==> config.mk <==
export PLATFORM = sky130hd
export DESIGN_NAME = qme_alu
export DESIGN_NICKNAME = d
export VERILOG_FILES = /design/src/rtl/core/qme_pkg.sv /design/src/rtl/core/qme_alu.sv
export SDC_FILE = /design/constraint.sdc
export NUM_CORES = 1
export LEC_CHECK = 0
export BUFFER_PORTS_ARGS = -buffer_cell sky130_fd_sc_hd__buf_2
export CORE_MARGIN = 3
export CORE_UTILIZATION = 60
export CTS_CLUSTER_DIAMETER = 30
export DETAILED_ROUTE_END_ITERATION = 10
export GPL_ROUTABILITY_DRIVEN = 0
export HOLD_SLACK_MARGIN = 0.1
export PLACE_DENSITY = 0.78
export SYNTH_ARGS = -nofsm -noshare
export SYNTH_HDL_FRONTEND = slang
export SYNTH_SLANG_ARGS = --single-unit
==> constraint.sdc <==
create_clock -name clock -period 7 [get_ports clock]
set_input_delay 0 -clock clock [delete_from_list [all_inputs] [get_ports clock]]
set_output_delay 0 -clock clock [all_outputs]
set_load 0.05 [all_outputs]
==> src/rtl/core/qme_pkg.sv <==
// Shared types, constants and helpers of the queue machine execute unit.
package qme_pkg;

   localparam int WORD_W      = 16;
   localparam int FUNC_W      = 5;
   localparam int REG_NUM_W   = 5;
   localparam int PC_W        = 16;
   localparam int KIND_W      = 2;
   localparam int NUM_REGS    = 26;
   localparam int REG_AW      = $clog2(NUM_REGS);
   localparam int QUEUE_DEPTH = 1024;
   localparam int QUEUE_AW    = $clog2(QUEUE_DEPTH);
   localparam int QUEUE_CW    = $clog2(QUEUE_DEPTH + 1);
   localparam int STEP_W      = $clog2(WORD_W + 1);

   typedef enum logic [FUNC_W-1:0] {
      FN_PUSH_IMM   = 5'd0,
      FN_ADD        = 5'd1,
      FN_SUB        = 5'd2,
      FN_MUL        = 5'd3,
      FN_DIV        = 5'd4,
      FN_MOD        = 5'd5,
      FN_POP_REG    = 5'd6,
      FN_PUSH_REG   = 5'd7,
      FN_PRINT_Q    = 5'd8,
      FN_PRINT_REG  = 5'd9,
      FN_CHAR_Q     = 5'd10,
      FN_CHAR_REG   = 5'd11,
      FN_LABEL      = 5'd12,
      FN_JUMP       = 5'd13,
      FN_JZ         = 5'd14,
      FN_JE         = 5'd15,
      FN_JG         = 5'd16,
      FN_QUIT       = 5'd17
   } func_type;

   typedef enum logic [KIND_W-1:0] {
      KIND_NONE = 2'd0,
      KIND_NUM  = 2'd1,
      KIND_CHAR = 2'd2
   } kind_type;

   typedef enum logic [2:0] {
      ST_IDLE,
      ST_RD_A,
      ST_RD_B,
      ST_OPB,
      ST_EXEC,
      ST_ALU,
      ST_DONE
   } state_type;

   typedef enum logic [2:0] {
      ALU_ADD,
      ALU_SUB,
      ALU_MUL,
      ALU_DIV,
      ALU_MOD
   } alu_op_type;

   typedef struct packed {
      logic       start;
      alu_op_type op;
   } alu_req_type;

   // Wrap a queue index sum that is known to stay below twice the depth.
   function automatic logic [QUEUE_AW-1:0] q_wrap(input logic [QUEUE_AW:0] sum);
      logic [QUEUE_AW:0] red;
      red = sum - (QUEUE_AW+1)'(QUEUE_DEPTH);
      if (sum >= (QUEUE_AW+1)'(QUEUE_DEPTH)) begin
         return red[QUEUE_AW-1:0];
      end
      return sum[QUEUE_AW-1:0];
   endfunction

endpackage

==> src/rtl/core/qme_alu.sv <==
// Shared arithmetic unit: registered add/sub/mul, restoring divider one bit per cycle.
module qme_alu (
   input  logic                        clock,
   input  logic                        reset,
   input  qme_pkg::alu_req_type        alu_req,
   input  logic [qme_pkg::WORD_W-1:0]  opnd_a,
   input  logic [qme_pkg::WORD_W-1:0]  opnd_b,
   output logic                        alu_done,
   output logic [qme_pkg::WORD_W-1:0]  alu_result
);
   import qme_pkg::*;

   logic                run_ff, run_in;
   logic                done_ff, done_in;
   logic                mod_ff, mod_in;
   logic [STEP_W-1:0]   step_ff, step_in;
   logic [WORD_W-1:0]   quo_ff, quo_in;
   logic [WORD_W-1:0]   rem_ff, rem_in;
   logic [WORD_W-1:0]   dvs_ff, dvs_in;
   logic [WORD_W-1:0]   result_ff, result_in;

   logic [WORD_W:0]     rem_sh;
   logic [WORD_W:0]     rem_sub;
   logic                ge;
   logic [WORD_W-1:0]   rem_nx;
   logic [WORD_W-1:0]   quo_nx;
   logic [2*WORD_W-1:0] product;

   // one restoring step: shift in the next dividend bit, subtract if it fits
   assign rem_sh  = {rem_ff, quo_ff[WORD_W-1]};
   assign rem_sub = rem_sh - {1'b0, dvs_ff};
   assign ge      = rem_sh >= {1'b0, dvs_ff};
   assign rem_nx  = ge ? rem_sub[WORD_W-1:0] : rem_sh[WORD_W-1:0];
   assign quo_nx  = {quo_ff[WORD_W-2:0], ge};
   assign product = opnd_a * opnd_b;

   always_comb begin
      run_in    = run_ff;
      done_in   = 1'b0;
      mod_in    = mod_ff;
      step_in   = step_ff;
      quo_in    = quo_ff;
      rem_in    = rem_ff;
      dvs_in    = dvs_ff;
      result_in = result_ff;
      if (alu_req.start) begin
         case (alu_req.op)
            ALU_ADD: begin
               result_in = opnd_a + opnd_b;
               done_in   = 1'b1;
            end
            ALU_SUB: begin
               result_in = opnd_a - opnd_b;
               done_in   = 1'b1;
            end
            ALU_MUL: begin
               result_in = product[WORD_W-1:0];
               done_in   = 1'b1;
            end
            ALU_DIV, ALU_MOD: begin
               if (opnd_b == '0) begin
                  result_in = '0;
                  done_in   = 1'b1;
               end else begin
                  run_in  = 1'b1;
                  quo_in  = opnd_a;
                  rem_in  = '0;
                  dvs_in  = opnd_b;
                  step_in = STEP_W'(WORD_W);
                  mod_in  = (alu_req.op == ALU_MOD);
               end
            end
            default: begin
               result_in = '0;
               done_in   = 1'b1;
            end
         endcase
      end else if (run_ff) begin
         quo_in  = quo_nx;
         rem_in  = rem_nx;
         step_in = step_ff - STEP_W'(1);
         if (step_ff == STEP_W'(1)) begin
            run_in    = 1'b0;
            done_in   = 1'b1;
            result_in = mod_ff ? rem_nx : quo_nx;
         end
      end
   end

   always_ff @(posedge clock) begin
      if (reset) begin
         run_ff  <= 1'b0;
         done_ff <= 1'b0;
      end else begin
         run_ff  <= run_in;
         done_ff <= done_in;
      end
      mod_ff    <= mod_in;
      step_ff   <= step_in;
      quo_ff    <= quo_in;
      rem_ff    <= rem_in;
      dvs_ff    <= dvs_in;
      result_ff <= result_in;
   end

   assign alu_done   = done_ff;
   assign alu_result = result_ff;
endmodule

; Word-level counts from Yosys, hierarchy flattened
; Cells that the tools add are included.
[word_totals]
regBits = 72
word_cells = 61
out_inout_bits = 17
inputBits = 38
[op_classes]
addsub = 4
n_eq_ne = 8
mul = 1
bitwise = 1
n_mux = 29
n_reduce_logical = 9
order_cmp = 1
[ops]
columns = op, n
row1 = 16-bit 2-to-1 mux, 14
row2 = 16-bit one-hot mux with 4 select lines, 1
row3 = 16-bit subtractor, 2
row4 = 5-bit 2-to-1 mux, 4
row5 = 17-bit by 16-bit >= comparator with 1-bit output, 1
row6 = 16-bit adder, 1
row7 = 16-bit zero test, 1
row8 = 16-bit by 16-bit multiplier with 16-bit output, 1
row9 = 1-bit 2-to-1 mux, 10
row10 = 3-bit AND reduction, 3
row11 = "3-bit by 2-bit == test with 1-bit output, second input constant", 2
row12 = "5-bit by 1-bit == test with 1-bit output, second input constant", 1
row13 = "5-bit by 1-bit subtractor with 5-bit output, second input constant", 1
row14 = 2-bit nonzero test, 2
row15 = "3-bit by 1-bit == test with 1-bit output, second input constant", 1
row16 = "3-bit == test, second input constant", 1
row17 = 3-bit zero test, 1
row18 = "3-bit != test, second input constant", 1
row19 = "2-bit by 1-bit != test with 1-bit output, second input constant", 1
row20 = "2-bit != test, second input constant", 1
row21 = 2-bit AND reduction, 1
row22 = 2-bit OR reduction, 1
row23 = 1-bit inverter, 1

; Longest topological paths before layout
; Gate-level depths: netlist of the first run.
[depth]
word_depth = 6
ltp_mapped = 21
depth_no_buf = 20

; Least setup slack after synthesis of the first run
; Ideal clock, no wire load.
[synth_path]
path_kind = input -> register
from = input opnd_b[6] (netlist name)
to = register result_ff[13], in the netlist alu_result[13] (data pin)
setup_ns = 0.261
slack_ns = 1.798
n_path_buf = 1
path_stages = 18
required_time_ns = 6.739
arrival_ns = 4.941
cell_sequence = clkbuf_1 -> and2_1 -> fa_1 -> inv_1 -> fa_1 -> inv_1 -> fa_1 -> fa_1 -> fa_1 -> inv_1 -> fa_1 -> inv_1 -> ha_1 -> and3_1 -> a221oi_1 -> xor2_1 -> o22ai_1 -> a221o_1
[synth_via]
elab_chain_len = 3
word_cells_on_any_way = 5
classes_between = 2 x add/sub / 1 x mul / 2 x mux
[synth_rtl]
columns = element, line_no
row1 = "start, declared", qme_alu.sv:7  ; input logic [qme_pkg::WORD_W-1:0] opnd_b,
row2 = "16-bit by 16-bit multiplier with 16-bit output, or another cell as far along", qme_alu.sv:35  ; assign product = opnd_a * opnd_b;
row3 = 16-bit one-hot mux with 4 select lines (*), qme_alu.sv:47  ; case (alu_req.op)
row4 = 16-bit 2-to-1 mux (*), qme_alu.sv:46  ; if (alu_req.start) begin
row5 = via result_in[13], qme_alu.sv:20  ; logic [WORD_W-1:0] result_ff, result_in;
row6 = "end signal, assigned", qme_alu.sv:103  ; result_ff <= result_in;
row7 = "end, declared", qme_alu.sv:20
; The timed path passes the listed nets; every way through them passes the cells marked *.
; A chain may end at the register's enable or synchronous reset.

; Worst setup path after layout of the first run
; Same ends and word-level chain as after synthesis.

==> results.cfg, run 1 <==
[setup_path]
cp_max_fo = 14
r2r_end = alu_result[14]
cp.required_ns = 7.08
crit_family = adder cells
critPathBufInv = 6
start_kind = primary input
reg2reg_slack_ns = 3.73
path_cells = dlygate4sd3_1 -> buf_2 -> and2_1 -> fa_1 -> inv_1 -> fa_1 -> inv_1 -> fa_1 -> fa_1 -> fa_1 -> inv_1 -> fa_1 -> inv_1 -> ha_1 -> and3_1 -> a221oi_1 -> xor2_1 -> o22ai_1 -> a221o_1
worstPathArrival_ns = 5.90
critPathMostFrequentCell = fa_1
crit_type = in -> reg
critical_path.slowest_cell = fa_1
ff2ff_path_depth = 9
end_kind = flop
max_stage_delay_ns = 0.55
reg2reg_from = rem_ff[1]

[cts]
cts_sinks = 72
cts_tree = yes
cts_buffer_depth = 2
clock_latency_ns = 0.34
cts_made_buffers = 9
root_buffer = clkbuf_16
post_cts_resized = 0
clk_pin_slew_ns = 0.06
postCtsSetupBuffers = 0
htreeDepth = 3

[timing]
period_needed_ns = 5.82
fin_skew_ns = 0.00694
setup_viol = 0
finalHoldViolCount = 0
worstMarginPinSlew_ns = 1.06
slew_viol_final = 0
rsz0062_at_grt = false
post-route-period-util = 0.831
slew_headroom = 0.297
fmax_mhz = 172
tns_ns = 0

[detailed_routing]
drtIter0Drc = 555
vias = 7319
post_drt_wl_per_cell_um = 19.0
dr.pass1.iters = 7
drc = 0
final_antenna_net_count = 0
drt_wl_total_um = 23300
via_per_inst = 5.97

[finish]
n_antenna_cell = 0
final_nets = 1240
fin_util = 0.676
area_growth_pct = 9.22
layout-drive-gt1-share = 0.0922
post-route-cell-area_mm2 = 0.00993

[worst_hold_path]
hp-start = opnd_b[7]
holdPathEnd = dvs_ff[7]
whs_path_depth = 1
min_path_type = in -> reg

[yosys]
synth_cells = 989
ys_warn_count = 0
synth_nets = 1193
yosysSeqAreaShare = 0.235
synth_seq_cells = 72
synth_cell_type_count = 63
syn_avg_cell_area_um2 = 9.20
ys.flop_type = edfxtp_1
ys_async_sr_fraction = 0
synth_edf_count = 70
synth_area_mm2 = 0.00910

[floorplanning]
die_w_um = 129
boundaryPins = 55
fp.dieArea_mm2 = 0.0167
initial_utilization = 0.619
core_area_mm2 = 0.0147
die_h_um = 129
rows = 44

[power]
clkPwrFrac = 0.151
seq_power_share = 0.182
ir_drop_mv = 0.243
swShare = 0.455
p_leak_uw = 0.00452
powerDensity_mw_per_mm2 = 300
power_frac_comb = 0.667
p_int_uw = 1630
power_uw = 2980
p_switching_uw = 1360

[placement]
port_buffers = 54
place_area_mm2 = 0.00949
hpwlAfterDp_um = 17400

[run]
drv_cap = 0

[global_routing]
antenna_found_initial = 0
grt_pass1_wl_um = 37400
grt_pass1_vias = 7321
grt_max_degree = 62
grt_overflow = 0
grtUsageTotal = 0.289

[status]
status = finished, final reports clean
==> cell type report <==
cell class / instances / area [µm²]
timing repair buffer: 75 / 468
inverter: 144 / 541
fill: 1164 / 4760
clock buffer: 10 / 229
sequential: 72 / 2140
clock inverter: 6 / 60.1
multi-input combinational: 734 / 6260
tap: 184 / 230
==> power by group through the flow <==
stage          clock network (µW)  registers (µW)  logic (µW)
2_1_floorplan                   0             603        1460
3_3_place_gp                    0             550        1890
3_5_place_dp                    0             551        1950
4_1_cts                       453             542        1980
5_1_grt                       473             545        2250
6_report                      451             542        1990
==> cells in the final DEF, fill, tap and decap left out, types with 5 or more instances in the layout <==
cell	synthesis	routed
o21ai_0	35	35
a22oi_1	6	6
and2_1	75	75
edfxtp_1	70	70
mux2i_1	15	15
ha_1	84	84
a211o_1	6	6
and3_1	7	7
clkbuf_16	0	9
nor2_1	65	65
xnor2_1	52	52
buf_2	4	54
a21o_1	11	11
nand2_1	90	90
nand2b_1	10	10
fa_1	82	82
o211ai_1	10	10
buf_4	1	5
a211oi_1	11	11
xor2_1	21	21
dlygate4sd3_1	0	16
inv_1	144	144
nor2b_1	10	10
mux2_2	16	16
a21oi_1	37	37
or3_1	6	6
o21a_1	7	7
nor3_1	14	14
a31oi_1	5	5
nor3b_1	5	5
==> metrics by stage <==
stage	worst slack, ns	std cells	hold slack [ns]
final	1.18	1225	0.117
after global routing	0.945	1225	0.111
after CTS	1.23	1225	0.104
after detailed placement	1.46	1193	0.178
after global placement	1.57	1193	0.182
after floorplan	1.80	989	0.0793
==> logic make-up (layout without fill, tap and decap cells) <==
logic type      Yosys count  in the layout  share of synthesized area
simple gates            298            298                      0.162
buf+inv                 183            235                     0.0773
fa+ha+maj               166            166                      0.296
compound gates          166            166                      0.123
xor+xnor                 73             73                     0.0703
flops                    72             72                      0.235
mux                      31             31                     0.0363
==> synthesized netlist by cell type, drive strengths merged, types with 3 or more instances <==
cell    count  area share
a211o       6      0.0058
a211oi     12       0.010
a21boi      3      0.0025
a21o       11      0.0091
a21oi      37       0.020
a22o        3      0.0029
a22oi       6      0.0050
a31oi       5      0.0034
and2       75       0.052
and3        7      0.0048
buf         8      0.0051
clkbuf     31       0.013
edfxtp     70        0.23
fa         82        0.18
ha         84        0.12
inv       144       0.059
mux2       16       0.020
mux2i      15       0.017
nand2      90       0.037
nand2b     10      0.0069
nand3       3      0.0017
nand4       3      0.0021
nor2       65       0.027
nor2b      10      0.0069
nor3       14      0.0077
nor3b       5      0.0041
o211ai     10      0.0083
o21a        7      0.0058
o21ai      36       0.021
o22ai       4      0.0028
o31ai       3      0.0025
or3         6      0.0041
xnor2      52       0.050
xor2       21       0.020
==> layer usage <==
| layer | GRT usage | vias up | part of all wire |
|---|---|---|---|
| li1 | - | 3402 | - |
| met1 | 0.388 | 3557 | 0.42 |
| met2 | 0.486 | 300 | 0.48 |
| met3 | 0.0379 | 60 | 0.072 |
| met4 | 0.0970 | 0 | 0.030 |
| met5 | 0 | - | 0 |
==> worst max-delay path by stage <==
| stage | cells after the start | startpoint | end |
|---|---|---|---|
| 3_3_place_gp | 18 | opnd_b[6] | alu_result[13] |
| 6_report | 19 | opnd_b[6] | alu_result[13] |
| 4_1_cts | 19 | opnd_b[6] | alu_result[13] |
| 2_1_floorplan | 18 | opnd_b[6] | alu_result[13] |
| 3_5_place_dp | 18 | opnd_b[6] | alu_result[13] |
| 5_1_grt | 19 | opnd_b[6] | alu_result[13] |
==> flip-flops by register name, indices dropped and copies added, names as in the netlist <==
| signal | cells |
|---|---|
| quo_ff | 16 |
| dvs_ff | 16 |
| alu_done | 1 |
| mod_ff | 1 |
| step_ff | 5 |
| run_ff | 1 |
| alu_result | 16 |
| rem_ff | 16 |
==> repair_timing <==
action | 4_1_cts | 5_1_grt
endpoints found under the hold margin | 16 | 0
endpoints found under the setup margin | 0 | 0
hold buffers | 16 | 0
No activity file was read; power rests on OpenSTA's default activity.
==> run 2: changes to the inputs <==
==> constraint.sdc (replaced) <==
create_clock -name clock -period 5.5 [get_ports clock]
set_input_delay 0 -clock clock [delete_from_list [all_inputs] [get_ports clock]]
set_output_delay 0 -clock clock [all_outputs]
set_load 0.05 [all_outputs]
==> run 2 against run 1 <==
Compared with the run above: non-clock buffer count is 13 higher; worst hold slack lost 0.0021 ns; sequential power is 27% higher; die area did not move; clock-buffer cell count unchanged; final cell count up 0.98%; sequential share of layout area down 0.25 points; wire length decreased by 0.37%; core utilization up 0.79 points; power rose by 30%; first-iteration DRC count fell by 0.54%; worst setup slack got worse by 0.99 ns; critical path type unchanged; highest routed layer is now met5.
==> results.cfg, run 2 (synthesized netlist as in run 1, its figures left out) <==
[cts]
cts_buffer_depth = 2
cts_made_buffers = 9
htreeDepth = 3
cts_tree = yes
cts_sinks = 72
clk_pin_slew_ns = 0.05
root_buffer = clkbuf_16
clock_latency_ns = 0.33

[floorplanning]
fp.dieArea_mm2 = 0.0167
initial_utilization = 0.619
die_h_um = 129
core_area_mm2 = 0.0147
die_w_um = 129
boundaryPins = 55
rows = 44

[detailed_routing]
drtIter0Drc = 552
final_antenna_net_count = 0
dr.pass1.iters = 5
vias = 7343
post_drt_wl_per_cell_um = 18.7
drt_wl_total_um = 23200
drc = 0
via_per_inst = 5.94

[timing]
fmax_mhz = 188
period_needed_ns = 5.31
tns_ns = 0
worstMarginPinSlew_ns = 1.28
rsz0062_at_grt = false
post-route-period-util = 0.965
slew_headroom = 0.145
holdWs_ns = 0.115
setup_viol = 0
fin_skew_ns = 0.00619
finalHoldViolCount = 0
slew_viol_final = 0
fin_ws_ns = 0.191

[global_routing]
grt_pass1_wl_um = 37200
grtUsageTotal = 0.287
antenna_found_initial = 1
grt_pass1_vias = 7365
grt_max_degree = 62
grt_overflow = 0

[status]
status = finished, final reports clean

[placement]
hpwlAfterDp_um = 18200
place_inst = 1208
dp_slack_ns = 0.0262
port_buffers = 54

[worst_hold_path]
whs_path_depth = 2
min_path_type = in -> reg
hp-start = opnd_a[13]
holdPathEnd = quo_ff[13]

[finish]
stdcell_count = 1237
final_nets = 1253
final_cell_mix = inv_1, nand2_1, ha_1
n_antenna_cell = 0
final_common_cell = inv_1
area_growth_pct = 10.5
layout-drive-gt1-share = 0.106

[run]
drv_cap = 0

[power]
ir_drop_mv = 0.394
p_leak_uw = 0.00459
power_uw = 3870
powerDensity_mw_per_mm2 = 385

[setup_path]
worstPathArrival_ns = 5.39
cp_max_fo = 13
r2r_end = rem_ff[14]
reg2reg_from = quo_ff[15]
crit_type = in -> reg
end_kind = flop
reg2reg_slack_ns = 2.17
start_kind = primary input
cp.required_ns = 5.58
ff2ff_path_depth = 11
run 2: power breakdown:
group          internal, µW  switching [µW]  total [µW]
logic                  1110            1520        2630
registers               668            23.0         691
clock network           344             210         555
total                  2120            1750        3870
run 2: worst max path at each step:
stage / start / to / slack, ns / cells after the start
after global placement: opnd_b[5] / alu_result[13] / 0.13 / 18
after global routing: opnd_b[8] / alu_result[13] / 0.008 / 18
after CTS: opnd_b[8] / alu_result[13] / 0.07 / 18
after detailed placement: opnd_b[5] / alu_result[13] / 0.03 / 18
after floorplan: opnd_b[6] / alu_result[13] / 0.30 / 18
final: opnd_b[8] / alu_result[13] / 0.19 / 18
run 2: final cells by class:
class	instances	area [µm²]
clock buffers	10	229
multi-input cells	734	6290
repair buffers	88	566
fillers	1170	4650
inverters	144	541
clock inverters	5	48.8
flip-flops and latches	72	2140
well taps	184	230
run 2: layer usage:
layer  share of wire  GRT usage
met1            0.42      0.384
met3           0.067     0.0383
met4           0.027     0.0920
met5         0.00035          0
met2            0.48      0.488
run 2: critical path: stages:
cell and delay, ns:
dlygate4sd3_1 0.52, buf_4 0.23, nand2_1 0.10, fa_1 0.51, inv_1 0.05, fa_1 0.45
ha_1 0.33, fa_1 0.51, fa_1 0.54, inv_1 0.05, fa_1 0.52, inv_1 0.04
ha_1 0.37, and3_1 0.25, a221oi_4 0.29, xor2_1 0.19, o22ai_1 0.10, a221o_1 0.31
run 2: stage by stage:
| stage | util | cell area, µm² |
|---|---|---|
| final | 0.684 | 10100 |
| after global routing | 0.684 | 10100 |
| after CTS | 0.681 | 10000 |
| after detailed placement | 0.653 | 9600 |
| after global placement | 0.653 | 9600 |
| after floorplan | - | 9100 |
run 2: timing repair:
item | in CTS | in global routing
endpoints found under the hold margin | 14 | 0
buffers inserted | 0 | 0
hold buffers | 14 | 0
resized for setup | 0 | 7
setup endpoints to repair | 0 | 3
